`src/tlfs_pkg.sv`:
```
// tlfs_pkg: types, constants and codes of the two-level feedback scheduler
// used by tlfs_ctrl, tlfs_dp and two_level_feedback_scheduler; no dependencies
package tlfs_pkg;

    localparam int NPROC  = 16;
    localparam int SLOT_W = $clog2(NPROC);
    localparam int CNT_W  = SLOT_W + 1;

    // input modes
    localparam logic MODE_LOAD = 1'b0;
    localparam logic MODE_TICK = 1'b1;

    // configuration register indexes
    localparam logic [1:0] CFG_QUANTUM = 2'd0;
    localparam logic [1:0] CFG_SLICE   = 2'd1;
    localparam logic [1:0] CFG_PCOUNT  = 2'd2;

    typedef struct packed {
        logic        mode;
        logic [3:0]  slot;
        logic [15:0] process_id;
        logic [15:0] arrival;
        logic [15:0] burst;
        logic [7:0]  priority_req;
    } t_in_item;

    typedef struct packed {
        logic        ran_valid;
        logic [3:0]  ran_slot;
        logic [15:0] ran_process_id;
        logic        from_round_robin;
        logic        finished;
        logic [31:0] response_time;
        logic [31:0] finish_time;
        logic [31:0] waiting_time;
        logic        all_done;
    } t_out_item;

    typedef enum logic [3:0] {
        ST_IDLE,
        ST_LOAD,
        ST_SCAN,
        ST_SEL,
        ST_RR_FETCH,
        ST_RR_EXEC,
        ST_L1_FETCH,
        ST_L1_ROT,
        ST_L1_START,
        ST_L1_DEMOTE,
        ST_L1_RUN,
        ST_DONE
    } t_state;

    typedef struct packed {
        t_state op;
        logic   accept;
    } t_cmd;

    typedef struct packed {
        logic scan_last;
        logic rr_path;
        logic rot_path;
        logic out_free;
    } t_status;

endpackage

```
`src/two_level_feedback_scheduler.sv`:
```
// Two-level feedback scheduler. A load item writes one of 16 process slots in a
// single load state. A tick item scans the slots in use one slot per cycle, at least
// one slot even when none is in use, and then makes a short sequence of single-slot
// updates: a select step, then start, demote and run on the level-one path, with a
// fetch and a rotate first when a partly used round-robin head is moved to the back,
// or a fetch and an execute step for a round-robin turn. One result per tick waits
// in an output register, so the next item is taken while it is still pending; a tick
// whose result register is still full stalls in its last state until that result is
// taken. Configuration writes are accepted in every cycle and must come only while idle.
// top level: joins tlfs_ctrl and tlfs_dp; depends on tlfs_pkg
module two_level_feedback_scheduler (
    input  logic                i_clk,
    input  logic                i_rst_n,
    input  logic                i_in_valid,
    output logic                o_in_ready,
    input  tlfs_pkg::t_in_item  i_in_data,
    output logic                o_out_valid,
    input  logic                i_out_ready,
    output tlfs_pkg::t_out_item o_out_data,
    input  logic                i_cfg_valid,
    output logic                o_cfg_ready,
    input  logic [1:0]          i_cfg_index,
    input  logic [7:0]          i_cfg_data
);
    import tlfs_pkg::*;

    t_cmd    cmd;
    t_status status;

    // configuration is always taken
    assign o_cfg_ready = 1'b1;

    tlfs_ctrl u_ctrl (
        .i_clk      (i_clk),
        .i_rst_n    (i_rst_n),
        .i_in_valid (i_in_valid),
        .i_mode     (i_in_data.mode),
        .i_status   (status),
        .o_cmd      (cmd),
        .o_in_ready (o_in_ready)
    );

    tlfs_dp u_dp (
        .i_clk       (i_clk),
        .i_rst_n     (i_rst_n),
        .i_cmd       (cmd),
        .i_in_data   (i_in_data),
        .i_cfg_valid (i_cfg_valid),
        .i_cfg_index (i_cfg_index),
        .i_cfg_data  (i_cfg_data),
        .i_out_ready (i_out_ready),
        .o_status    (status),
        .o_out_valid (o_out_valid),
        .o_out_data  (o_out_data)
    );

endmodule

```
`src/tlfs_ctrl.sv`:
```
// tlfs_ctrl: sequencer for load and tick items of the scheduler
// depends on tlfs_pkg
module tlfs_ctrl (
    input  logic             i_clk,
    input  logic             i_rst_n,
    input  logic             i_in_valid,
    input  logic             i_mode,
    input  tlfs_pkg::t_status i_status,
    output tlfs_pkg::t_cmd   o_cmd,
    output logic             o_in_ready
);
    import tlfs_pkg::*;

    t_state r_state;
    t_state n_state;

    // state register
    always_ff @(posedge i_clk) begin
        if (!i_rst_n) begin
            r_state <= ST_IDLE;
        end else begin
            r_state <= n_state;
        end
    end

    // next state
    always_comb begin
        n_state = r_state;
        case (r_state)
            ST_IDLE: begin
                if (i_in_valid) begin
                    n_state = (i_mode == MODE_LOAD) ? ST_LOAD : ST_SCAN;
                end
            end
            ST_LOAD:      n_state = ST_IDLE;
            ST_SCAN: begin
                if (i_status.scan_last) n_state = ST_SEL;
            end
            ST_SEL: begin
                if (i_status.rr_path)       n_state = ST_RR_FETCH;
                else if (i_status.rot_path) n_state = ST_L1_FETCH;
                else                        n_state = ST_L1_START;
            end
            ST_RR_FETCH:  n_state = ST_RR_EXEC;
            ST_RR_EXEC:   n_state = ST_DONE;
            ST_L1_FETCH:  n_state = ST_L1_ROT;
            ST_L1_ROT:    n_state = ST_L1_START;
            ST_L1_START:  n_state = ST_L1_DEMOTE;
            ST_L1_DEMOTE: n_state = ST_L1_RUN;
            ST_L1_RUN:    n_state = ST_DONE;
            ST_DONE: begin
                if (i_status.out_free) n_state = ST_IDLE;
            end
            default:      n_state = ST_IDLE;
        endcase
    end

    // command outputs
    always_comb begin
        o_cmd.op     = r_state;
        o_in_ready   = (r_state == ST_IDLE);
        o_cmd.accept = (r_state == ST_IDLE) && i_in_valid;
    end

endmodule

```
`src/tlfs_dp.sv`:
```
// tlfs_dp: process table, round-robin queue, scan and result registers
// depends on tlfs_pkg; driven by tlfs_ctrl commands
module tlfs_dp (
    input  logic               i_clk,
    input  logic               i_rst_n,
    input  tlfs_pkg::t_cmd     i_cmd,
    input  tlfs_pkg::t_in_item i_in_data,
    input  logic               i_cfg_valid,
    input  logic [1:0]         i_cfg_index,
    input  logic [7:0]         i_cfg_data,
    input  logic               i_out_ready,
    output tlfs_pkg::t_status  o_status,
    output logic               o_out_valid,
    output tlfs_pkg::t_out_item o_out_data
);
    import tlfs_pkg::*;

    // configuration
    logic [7:0]       r_quantum, r_slice;
    logic [CNT_W-1:0] r_pcount;

    // process table
    logic [15:0]       r_arr   [NPROC];
    logic [15:0]       r_burst [NPROC];
    logic [15:0]       r_rem   [NPROC];
    logic [7:0]        r_pri   [NPROC];
    logic [15:0]       r_id    [NPROC];
    logic [31:0]       r_resp  [NPROC];
    logic [7:0]        r_su    [NPROC];
    logic [SLOT_W-1:0] r_q     [NPROC];
    logic [NPROC-1:0]  r_dem, r_start, r_nz;

    // scheduler state
    logic [31:0]       r_tick;
    logic [SLOT_W-1:0] r_head;
    logic [CNT_W-1:0]  r_cnt;
    logic [SLOT_W-1:0] r_prev;
    logic              r_prev_valid;

    // per-tick working registers
    t_in_item          r_item;
    logic [CNT_W-1:0]  r_idx;
    logic              r_found;
    logic [SLOT_W-1:0] r_best;
    logic [8:0]        r_bestp;
    logic [SLOT_W-1:0] r_f;
    t_out_item         r_res;
    t_out_item         r_out;
    logic              r_out_valid;

    logic [CNT_W-1:0]  n_lim;
    logic [SLOT_W-1:0] addr;
    logic [15:0]       rd_rem, rem_dec, ran;
    logic [7:0]        rd_su, su_inc;
    logic [31:0]       ft, wt;
    logic              cand, out_free, all_done;
    logic [NPROC-1:0]  mask;

    // actions
    logic              q_wr, head_inc, cnt_inc, cnt_dec;
    logic [SLOT_W-1:0] q_wr_data;
    logic              su_wr, rem_wr, dem_set, start_set, run, fin, rr_unit;
    logic [7:0]        su_val;
    logic [SLOT_W-1:0] push_slot;
    logic              do_push;

    assign n_lim = (r_pcount > CNT_W'(NPROC)) ? CNT_W'(NPROC) : r_pcount;

    // table address for the current step
    always_comb begin
        case (i_cmd.op)
            ST_SCAN:      addr = r_idx[SLOT_W-1:0];
            ST_RR_EXEC:   addr = r_f;
            ST_L1_ROT:    addr = r_f;
            ST_L1_DEMOTE: addr = r_prev;
            default:      addr = r_best;
        endcase
    end

    assign rd_rem  = r_rem[addr];
    assign rd_su   = r_su[addr];
    assign rem_dec = rd_rem - 16'd1;
    assign su_inc  = rd_su + 8'd1;
    assign ran     = r_burst[addr] - rem_dec;
    assign ft      = (&r_tick) ? r_tick : r_tick + 32'd1;
    assign wt      = ft - {16'd0, r_burst[addr]} - {16'd0, r_arr[addr]};

    // scan candidate
    assign cand = (r_idx < n_lim) && ({16'd0, r_arr[addr]} <= r_tick)
                  && ({1'b0, r_pri[addr]} < r_bestp) && r_nz[addr] && !r_dem[addr];

    // slots in use and completion
    always_comb begin
        for (int i = 0; i < NPROC; i++) begin
            mask[i] = (CNT_W'(i) < n_lim);
        end
    end
    assign all_done = ~|(r_nz & mask);

    assign out_free = !r_out_valid || i_out_ready;

    always_comb begin
        o_status.scan_last = ({1'b0, r_idx} + (CNT_W+1)'(1)) >= {1'b0, n_lim};
        o_status.rr_path   = !r_found && (r_cnt != '0);
        o_status.rot_path  = r_found && (r_cnt != '0) && !r_prev_valid;
        o_status.out_free  = out_free;
    end

    // step decisions
    always_comb begin
        q_wr      = 1'b0;
        q_wr_data = r_f;
        head_inc  = 1'b0;
        cnt_inc   = 1'b0;
        cnt_dec   = 1'b0;
        su_wr     = 1'b0;
        su_val    = 8'd0;
        rem_wr    = 1'b0;
        dem_set   = 1'b0;
        start_set = 1'b0;
        run       = 1'b0;
        fin       = 1'b0;
        rr_unit   = 1'b0;
        do_push   = 1'b0;
        push_slot = addr;
        case (i_cmd.op)
            ST_RR_EXEC: begin
                if (!r_nz[addr]) begin
                    head_inc = 1'b1;
                    cnt_dec  = 1'b1;
                end else if (rd_su >= r_slice) begin
                    su_wr    = 1'b1;
                    q_wr     = 1'b1;
                    head_inc = 1'b1;
                end else begin
                    su_wr   = 1'b1;
                    su_val  = su_inc;
                    rem_wr  = 1'b1;
                    run     = 1'b1;
                    rr_unit = 1'b1;
                    if (rem_dec == 16'd0) begin
                        fin      = 1'b1;
                        head_inc = 1'b1;
                        cnt_dec  = 1'b1;
                    end else if (su_inc == r_slice) begin
                        su_val   = 8'd0;
                        q_wr     = 1'b1;
                        head_inc = 1'b1;
                    end
                end
            end
            ST_L1_ROT: begin
                if (rd_su >= 8'd1 && rd_su <= r_slice) begin
                    q_wr     = 1'b1;
                    head_inc = 1'b1;
                end
            end
            ST_L1_START: begin
                start_set = r_found && !r_start[addr];
            end
            ST_L1_DEMOTE: begin
                if (r_prev_valid && (!r_found || r_best != r_prev) && !r_dem[addr]) begin
                    do_push = 1'b1;
                    dem_set = 1'b1;
                end
            end
            ST_L1_RUN: begin
                if (r_found) begin
                    rem_wr = 1'b1;
                    run    = 1'b1;
                    if (rem_dec == 16'd0) begin
                        dem_set = 1'b1;
                        fin     = 1'b1;
                    end else if (ran == {8'd0, r_quantum}) begin
                        dem_set = 1'b1;
                        do_push = 1'b1;
                    end
                end
            end
            default: ;
        endcase
        // push into the tail when there is room
        if (do_push && (r_cnt < CNT_W'(NPROC))) begin
            q_wr      = 1'b1;
            q_wr_data = push_slot;
            cnt_inc   = 1'b1;
        end
    end

    // control state
    always_ff @(posedge i_clk) begin
        if (!i_rst_n) begin
            r_quantum    <= 8'd4;
            r_slice      <= 8'd4;
            r_pcount     <= '0;
            r_tick       <= '0;
            r_head       <= '0;
            r_cnt        <= '0;
            r_prev       <= '0;
            r_prev_valid <= 1'b0;
            r_dem        <= '0;
            r_start      <= '0;
            r_nz         <= '0;
            r_out_valid  <= 1'b0;
        end else begin
            // configuration transfer
            if (i_cfg_valid) begin
                case (i_cfg_index)
                    CFG_QUANTUM: r_quantum <= i_cfg_data;
                    CFG_SLICE:   r_slice   <= i_cfg_data;
                    CFG_PCOUNT:  r_pcount  <= i_cfg_data[CNT_W-1:0];
                    default: ;
                endcase
            end
            // load clears the demoted and started flags and sets the nonzero flag from the burst
            if (i_cmd.op == ST_LOAD) begin
                r_dem[r_item.slot]   <= 1'b0;
                r_start[r_item.slot] <= 1'b0;
                r_nz[r_item.slot]    <= |r_item.burst;
            end
            if (i_cmd.op == ST_SEL && o_status.rr_path) r_prev_valid <= 1'b0;
            if (i_cmd.op == ST_L1_RUN) begin
                r_prev_valid <= r_found;
                r_prev       <= r_best;
            end
            if (dem_set)   r_dem[addr]   <= 1'b1;
            if (start_set) r_start[addr] <= 1'b1;
            if (rem_wr)    r_nz[addr]    <= |rem_dec;
            // queue pointers
            if (head_inc) r_head <= r_head + SLOT_W'(1);
            if (cnt_inc)      r_cnt <= r_cnt + CNT_W'(1);
            else if (cnt_dec) r_cnt <= r_cnt - CNT_W'(1);
            // result register
            if (i_cmd.op == ST_DONE && out_free) begin
                r_out_valid <= 1'b1;
                if (!(&r_tick)) r_tick <= r_tick + 32'd1;
            end else if (i_out_ready) begin
                r_out_valid <= 1'b0;
            end
        end
    end

    // tables and working payload
    always_ff @(posedge i_clk) begin
        if (i_cmd.accept) begin
            r_item  <= i_in_data;
            r_idx   <= '0;
            r_found <= 1'b0;
            r_best  <= '0;
            r_bestp <= 9'h100;
            r_res   <= '0;
        end
        if (i_cmd.op == ST_LOAD) begin
            r_id[r_item.slot]    <= r_item.process_id;
            r_arr[r_item.slot]   <= r_item.arrival;
            r_burst[r_item.slot] <= r_item.burst;
            r_rem[r_item.slot]   <= r_item.burst;
            r_pri[r_item.slot]   <= r_item.priority_req;
            r_su[r_item.slot]    <= 8'd0;
        end
        // one slot per cycle of the scan
        if (i_cmd.op == ST_SCAN) begin
            r_idx <= r_idx + CNT_W'(1);
            if (cand) begin
                r_found <= 1'b1;
                r_best  <= addr;
                r_bestp <= {1'b0, r_pri[addr]};
            end
        end
        if (i_cmd.op == ST_RR_FETCH || i_cmd.op == ST_L1_FETCH) begin
            r_f <= r_q[r_head];
        end
        if (q_wr)      r_q[r_head + r_cnt[SLOT_W-1:0]] <= q_wr_data;
        if (su_wr)     r_su[addr]   <= su_val;
        if (rem_wr)    r_rem[addr]  <= rem_dec;
        if (start_set) r_resp[addr] <= r_tick - {16'd0, r_arr[addr]};
        if (run) begin
            r_res.ran_valid        <= 1'b1;
            r_res.ran_slot         <= addr;
            r_res.ran_process_id   <= r_id[addr];
            r_res.from_round_robin <= rr_unit;
        end
        if (fin) begin
            r_res.finished      <= 1'b1;
            r_res.response_time <= r_resp[addr];
            r_res.finish_time   <= ft;
            r_res.waiting_time  <= wt;
        end
        // all_done is the last field of the result
        if (i_cmd.op == ST_DONE && out_free) begin
            r_out <= {r_res[$bits(t_out_item)-1:1], all_done};
        end
    end

    assign o_out_valid = r_out_valid;
    assign o_out_data  = r_out;

endmodule

```
`config.mk`:
```
export PLATFORM = sky130hd
export DESIGN_NAME = two_level_feedback_scheduler
export DESIGN_NICKNAME = d
export VERILOG_FILES = /design/src/tlfs_pkg.sv /design/src/two_level_feedback_scheduler.sv /design/src/tlfs_ctrl.sv /design/src/tlfs_dp.sv
export SDC_FILE = /design/constraint.sdc
export NUM_CORES = 2
export LEC_CHECK = 0
export ABC_AREA = 1
export BUFFER_PORTS_ARGS = -buffer_cell sky130_fd_sc_hd__buf_2
export CAP_MARGIN = 20
export CORE_MARGIN = 4
export CORE_UTILIZATION = 55
export DETAILED_ROUTE_END_ITERATION = 10
export GPL_TIMING_DRIVEN = 0
export PLACE_DENSITY = 0.81
export SLEW_MARGIN = 5
export SYNTH_ARGS = -nofsm -noshare
export SYNTH_HDL_FRONTEND = slang
export SYNTH_SLANG_ARGS = --single-unit
```
`constraint.sdc`:
```
create_clock -name i_clk -period 7.3 [get_ports i_clk]
set_input_delay 0.365 -clock i_clk [delete_from_list [all_inputs] [get_ports i_clk]]
set_output_delay 0.365 -clock i_clk [all_outputs]
set_load 0.1 [all_outputs]
```
## Word level (Yosys, flattened, before mapping)

Memory sizes are Yosys's and may differ from the RTL's. A register that Yosys moved wholly into a read port is not among the register bits.
Cells that the tools add are included.

- Memories: 8
- Output and inout port bits: 123
- Flip-flop bits (word level): 438
- RAM bits: 1,856

Memories:

| memory | words | bits a word | rd ports | clocked after Yosys merged registers in | wr ports | RTL line | text |
|---|---|---|---|---|---|---|---|
| u_dp.r_resp | 16 | 32 | 1 | 0 | 1 | tlfs_dp.sv:28 | `logic [31:0] r_resp [NPROC];` |
| u_dp.r_arr | 16 | 16 | 1 | 0 | 1 | tlfs_dp.sv:23 | `logic [15:0] r_arr [NPROC];` |
| u_dp.r_burst | 16 | 16 | 1 | 0 | 1 | tlfs_dp.sv:24 | `logic [15:0] r_burst [NPROC];` |
| u_dp.r_id | 16 | 16 | 1 | 0 | 1 | tlfs_dp.sv:27 | `logic [15:0] r_id [NPROC];` |
| u_dp.r_rem | 16 | 16 | 1 | 0 | 1 | tlfs_dp.sv:25 | `logic [15:0] r_rem [NPROC];` |
| u_dp.r_pri | 16 | 8 | 1 | 0 | 1 | tlfs_dp.sv:26 | `logic [7:0] r_pri [NPROC];` |
| 2 more memories | -- | -- | -- | -- | -- | -- |  |

- Reductions and logical operators: 48
- Eq/ne operators: 19
- Magnitude comparators: 29
- Add/subtract/negate cells: 13
- Bitwise logic cells: 6
- Multiplexer cells: 108

Operators by type and width:

| cell | number |
|---|---|
| two-way mux 16 bit | 10 |
| two-way mux 119 bit | 1 |
| two-way mux 96 bit | 1 |
| subtractor 32 x 16 -> 32 bit | 3 |
| OR reduction 16 bit | 4 |
| two-way mux 1 bit | 53 |
| AND 16 bit | 3 |
| two-way mux 8 bit | 6 |
| two-way mux 4 bit | 11 |
| less-than comparator 4 x 5 -> 1 bit (first input constant) | 8 |
| one-hot mux 4 bit (10 select lines) | 1 |
| adder 32 x 1 -> 32 bit (second input constant) | 1 |
| bitwise mux 16 bit | 2 |
| <= comparator 16 x 32 -> 1 bit | 1 |
| two-way mux 32 bit | 1 |
| OR 16 bit | 2 |
| AND reduction 32 bit | 1 |
| two-way mux 9 bit | 3 |
| two-way mux 5 bit | 5 |
| two-way mux 21 bit | 1 |
| less-than comparator 3 x 5 -> 1 bit (first input constant) | 4 |
| logical AND 1 bit | 17 |
| == test 16 x 8 -> 1 bit | 1 |
| == test 4 x 3 -> 1 bit (second input constant) | 4 |
| 46 further kinds | 79 |

## Longest topological paths before layout

An unclocked memory read counts as a cell.

- Depth after elaboration: 15
- Mapped depth: 49
- Gate-level depth less buffers: 46

## By module

From an unflattened synthesis, not the netlist that was laid out.

- Cells, all modules: 6,992
- Area, all modules: 91,657.9 sq um

Modules (own cells, without submodules):

| module | sequential area each (sq um) | times used | area each (sq um) | cells each |
|---|---|---|---|---|
| tlfs_dp | 67,564.8 | 1 | 91,321.3 | 6,928 |
| tlfs_ctrl | 80.1 | 1 | 325.3 | 62 |
| two_level_feedback_scheduler | 0.0 | 1 | 11.3 | 2 |

## Worst setup path before layout

OpenSTA, ideal clock, no wires.

- Path type: register -> register
- Start point: register u_ctrl.r_state[0]
- End point: register u_dp.r_cnt[4]
- Setup slack: 0.593 ns
- Data required time: 7.236 ns
- Data arrival time: 6.644 ns
- Stages on the path, launching flop included: 47
- Path buffers: 10
- Cell sequence: dfxtp_1 > buf_4 > nor2_2 > nand2_4 > nand3_4 > nor2_2 > nor2_4 > inv_2 > buf_2 > nand2_2 > inv_2 > buf_6 > buf_6 > buf_2 > buf_2 > buf_2 > clkbuf_1 > clkbuf_1 > (+11 left out) > xor2_1 > xor2_1 > nand3_1 > nor4_1 > nand4_1 > nor2_1 > nand3_1 > o21bai_1 > nand2_1 > buf_2 > fa_1 > nand2_1 > a21oi_1 > nor2_1 > inv_1 > o211ai_1 > nand2_1 > nor2_1

- Longest elaborated chain between the ends: 14

Ends and longest elaborated chain:

| element | RTL line | text |
|---|---|---|
| from (decl) | tlfs_ctrl.sv:14 | `t_state r_state;` |
| from (signal assigned) | tlfs_ctrl.sv:22 | `r_state <= n_state;` |
| == test 4 x 3 -> 1 bit, on equally long branches | tlfs_dp.sv:71, tlfs_dp.sv:126 |  |
| OR reduction 2 bit (no line) | -- |  |
| one-hot mux 4 bit (3 select lines) | tlfs_dp.sv:71 | `case (i_cmd.op)` |
| memory (16 x 16 bit) | -- |  |
| subtractor 16 x 1 -> 16 bit | tlfs_dp.sv:82 | `assign rem_dec = rd_rem - 16'd1;` |
| subtractor 16 bit | tlfs_dp.sv:84 | `assign ran = r_burst[addr] - rem_dec;` |
| == test 16 x 8 -> 1 bit | tlfs_dp.sv:174 | `end else if (ran == {8'd0, r_quantum}) begin` |
| two-way mux 1 bit | tlfs_dp.sv:174 |  |
| two-way mux 1 bit | tlfs_dp.sv:171 | `if (rem_dec == 16'd0) begin` |
| two-way mux 1 bit | tlfs_dp.sv:168 | `if (r_found) begin` |
| one-hot mux 1 bit (2 select lines) | tlfs_dp.sv:126 | `case (i_cmd.op)` |
| logical AND 1 bit | tlfs_dp.sv:183 | `if (do_push && (r_cnt < CNT_W'(NPROC))) begin` |
| two-way mux 1 bit | tlfs_dp.sv:183 |  |
| two-way mux 5 bit or nonzero test 2 bit (tied branches) | -- |  |
| to (signal assigned) | tlfs_dp.sv:231 | `if (cnt_inc) r_cnt <= r_cnt + CNT_W'(1);` |
| to (signal assigned) | tlfs_dp.sv:232 | `else if (cnt_dec) r_cnt <= r_cnt - CNT_W'(1);` |
| to (decl) | tlfs_dp.sv:36 | `logic [CNT_W-1:0] r_cnt;` |

Parallel ways exist; a longest one is shown, timed or not. The select of a mux whose other input is x is not followed.
A chain may end at the register's enable or synchronous reset.

## Final worst setup path

- Start point: register u_ctrl.r_state[2]
- End point: memory u_dp.r_rem[4][2], enable pin

- Longest elaborated chain between the ends: 12

Ends and longest elaborated chain:

| element | RTL line | text |
|---|---|---|
| == test 4 x 3 -> 1 bit, on equally long branches | tlfs_dp.sv:71, tlfs_dp.sv:126 |  |
| OR reduction 2 bit (no line) | -- |  |
| one-hot mux 4 bit (3 select lines) | tlfs_dp.sv:71 |  |
| memory (16 x 8 bit) | -- |  |
| greater-or-equal comparator 8 bit | tlfs_dp.sv:131 | `end else if (rd_su >= r_slice) begin` |
| two-way mux 1 bit | tlfs_dp.sv:131 |  |
| two-way mux 1 bit | tlfs_dp.sv:128 | `if (!r_nz[addr]) begin` |
| one-hot mux 1 bit (2 select lines) | tlfs_dp.sv:126 |  |
| two-way mux 1 bit | tlfs_dp.sv:275 | `if (rem_wr) r_rem[addr] <= rem_dec;` |
| two-way mux 1 bit (not written as such) | tlfs_dp.sv:275 |  |
| OR reduction 16 bit (no line) | -- |  |
| two-way mux 4 bit (no line) or two-way mux 1 bit (tied branches) | -- |  |
| to (decl) | tlfs_dp.sv:25 |  |

Parallel ways exist; a longest one is shown, timed or not. The select of a mux whose other input is x is not followed.

==> results.md <==
- Hold EP: u_dp.r_quantum[6]
- Placed Area: 0.09748 mm²
- NetSw: ~15000 µW
- Number of flops mapped to enable cells by yosys: 2162
- Vias: ~65000
- Number of warnings issued by yosys: 0
- Status: finished, final reports clean
- Slew @ Worst Pin: roughly 1.3 ns
- Clock skew: between 0.08 and 0.09 ns
- FF-to-FF End: u_dp.r_rem[4][2]
- Largest net degree at the start of global routing: 90
- Kind of critical path: flop to flop
- GRT overflow: 0
- Worst R2R Start: u_ctrl.r_state[2]
- Routed length per placed instance: between 20 and 30 µm
- Clock-pin transition on the worst setup and hold timing paths: 0.06 ns
- Vias in the first global route: between 60000 and 70000
- Starting Density: 0.5538
- CP Capture Type: flop
- Sum Neg Setup Slack: 0 ns
- Top cell type's share of synthesized area: 0.7097
- TritonCTS Sinks: between 2000 and 2500
- Register area share after synthesis: 0.7395
- Drt initial violations: about 11000
- I/O pin cnt: 199
- Sequential share of power: 0.399
- Final worst setup slack: about 0.15 ns
- Dpl hpwl: 185700 µm
- DRC errors left: 0
- Max Fanout on Critical Path: 10
- Max-slew violations: 0
- Area growth syn-to-layout: 16.90%
- Max Buffers Root-to-Sink: 3
- Top FF cell, synth: edfxtp_1
- Share of layout cells above drive strength 1: 0.1345
- P_int: roughly 26000 µW
- Achievable Freq: 139.9 MHz
- Sw frac: 0.3655
- GP Congestion: just under 1
- Reg2Reg Depth: 32
- Max incr delay on CP: between 0.7 and 0.8 ns
- Initial antenna violation count: 7
- Slowest cell on crit path: nor2_2
- Post-Syn Nets: around 7100
- Distinct cells, synth: 62
- Final non-filler cell total: roughly 10000
- Root Driver: clkbuf_16
- Antenna viol nets, final: 0
- First-pass GRT wire length: ~410000 µm
- CP Data Required Time: roughly 7.8 ns
- Gate Count Post-Synth: around 6900
- Reg2reg setup slack: ~0.15 ns
- DIE AREA: about 0.17 mm²
- Syn_area_per_cell: 13.21 µm²
- Synth area leaders: edfxtp_1 71%, nand2_1 5.0%, dfxtp_1 3.0%
- Via density: 6.527
- WHS Path Cells: 4
- Fillers: 11250
- Leak: approximately 0.037 µW
- Nature of the critical path startpoint: flop
- CORE AREA: 0.1652 mm²
- Final setup viols: 0
- Arr. time, crit path: between 7 and 8 ns
- WP buf/inv: 13
- FF+latch count, synth: 2298
- Num rows: roughly 150
- Logic pwr share: 0.331
- Max-Slew Margin vs Limit: 0.1440
- Inserted Clock Buffers: 217
- Die Ht: 415.8 µm
- Power density of the placed cells: 389.9 mW/mm²
- Commonest non-fill, non-tap cell in the layout: edfxtp_1
- Hold Vio Cnt, Final: 0
- Finished Cell Area: between 0.1 and 0.15 mm²
- HP Start: i_cfg_index[1]
- Async SR Flop Fraction: 0
- Cells after DPL: approximately 9400
- CTS tree: built
- All-Layer GR Usage: 0.3181
- Area leader, netlist: edfxtp_1
- Max Cap Viol: 0
- Peak supply drop: ~0.00033 V
- Die Span X: ~420 µm
- Layout Nets: 7769
- Area of the mapped netlist: 0.09148 mm²
- RSZ-0062 raised after global routing: true
- Clk_lat worst skew: roughly 0.9 ns
- Setup WS pre-CTS: -2.653 ns
- CP Launch Point: u_ctrl.r_state[2]
- Number of I/O port buffers: approximately 200
- Worst Hold Class: input port to flop
- Post-route clock period utilization: 0.9794
- Final WL: between 200000 and 300000 µm
- CTS H-tree depth: 4
- Clock share of power: 0.270
- Cell family with most CP delay: simple AND/OR/NAND/NOR gates
- Min Tclk post-route: 7.150 ns
- Most frequent cells in the layout: 2162 x edfxtp_1, 1217 x nand2_1, 408 x o22ai_1
- First-pass DRT Iterations: 10
- Core Util, Final: 0.6474
==> metrics by stage <==
step                      power, µW  hold slack [ns]
final                         41700          0.07195
after global routing          43110          0.09984
after CTS                     40740        0.0005898
after detailed placement      29240           0.4045
after global placement        28640           0.4002
after floorplan               24300           0.4003
==> layout make-up <==
cell class	count	area (µm²)	share of cell area
Sequential cell	2298	67650	0.6326
Inverter	411	1583	0.01480
Antenna cell	6	15.01	0.0001404
Clock buffer	263	5624	0.05259
Clock inverter	138	1454	0.01360
Tap cell	2189	2739	0.02561
Buffer	328	1964	0.01837
Multi-Input combinational cell	3868	21600	0.2020
Timing Repair Buffer	462	4309	0.04029
==> metal layers <==
layer  wire length, µm  vias to the layer above  track usage
li1                  -                    26990            -
met1             97070                    31300       0.4147
met2            128900                     5637       0.4899
met3             36980                     1090      0.06788
met4             21480                        4       0.2018
met5                30                        -            0
==> logic make-up after synthesis <==
kind of cell | after synthesis | synth area share
xor+xnor | 98 | 0.009465
simple gates | 2110 | 0.09785
flops | 2298 | 0.7395
compound gates | 1552 | 0.1030
other cells | 1 | 0.00004099
fa+ha+maj | 107 | 0.01628
buf+inv | 757 | 0.03387
==> worst register-to-register path: cells and delay by family, from the launching register on <==
kind                     cells  cell delay (ns)
AND/OR/NAND/NOR             13             2.69
AO/OA/AOI/OAI                5             0.93
flip-flops                   1             0.40
adder cells (fa/ha/maj)      1             0.35
buffers and inverters       13             2.43
==> worst max path at each step <==
stage,to,cells past startpoint
2_1_floorplan,u_dp.r_cnt[4],46
3_3_place_gp,u_dp.r_q[11][2],39
3_5_place_dp,u_dp.r_resp[3][31],29
4_1_cts,u_dp.r_cnt[4],48
5_1_grt,u_dp.r_cnt[4],45
6_report,u_dp.r_rem[4][2],32
==> cell usage after synthesis (4+ instances only) <==
cell type  instances
clkbuf_1         222
nor2_4            10
o221ai_1           6
nor4_1            35
nand3_1          181
nor2_1           424
ha_1              87
edfxtp_1        2162
a22oi_1          352
a221oi_1          10
inv_2             20
o21ai_0          385
o21a_1            13
a31oi_1            5
clkinv_1           4
o211ai_1          11
nor2_2            21
fa_1              20
inv_1            387
or4_1              9
a211oi_1          15
buf_4             12
nand3b_1          25
nor3_1            44
xor2_1            77
nand4_1          113
o22ai_1          408
a21oi_1          293
buf_1             31
buf_2             64
dfxtp_1          136
nand2_1         1222
o31ai_1           10
o21bai_1           7
xnor2_1           20
nand3_2            4
nand2_2           10
buf_6             16
o21ai_1           19
==> state kept, by name, summed over array words and instances, names as in the netlist, 32 cells and up <==
name	count
u_dp.r_q	64
u_dp.r_tick	32
u_dp.r_id	256
u_dp.o_out_data	120
u_dp.r_burst	256
u_dp.r_arr	256
u_dp.r_res	119
u_dp.r_pri	128
u_dp.r_item	60
u_dp.r_su	128
u_dp.r_rem	256
u_dp.r_resp	512
==> what timing repair did <==
action                                  4_1_cts  5_1_grt
endpoints found under the setup margin     1034      633
pin swaps                                    23       33
hold buffers                                 79        0
setup buffers                                21       40
resized for setup                           229      145
hold endpoints to repair                     84        0
==> power by group through the flow <==
stage	clock [µW]	combinational (µW)	sequential, µW
after floorplan	0	7580	16700
after global placement	0	11700	16900
after detailed placement	0	12400	16900
after CTS	11200	12900	16600
after global routing	11800	14600	16700
final	11200	13800	16600
Power figures use the tool's default switching activity.
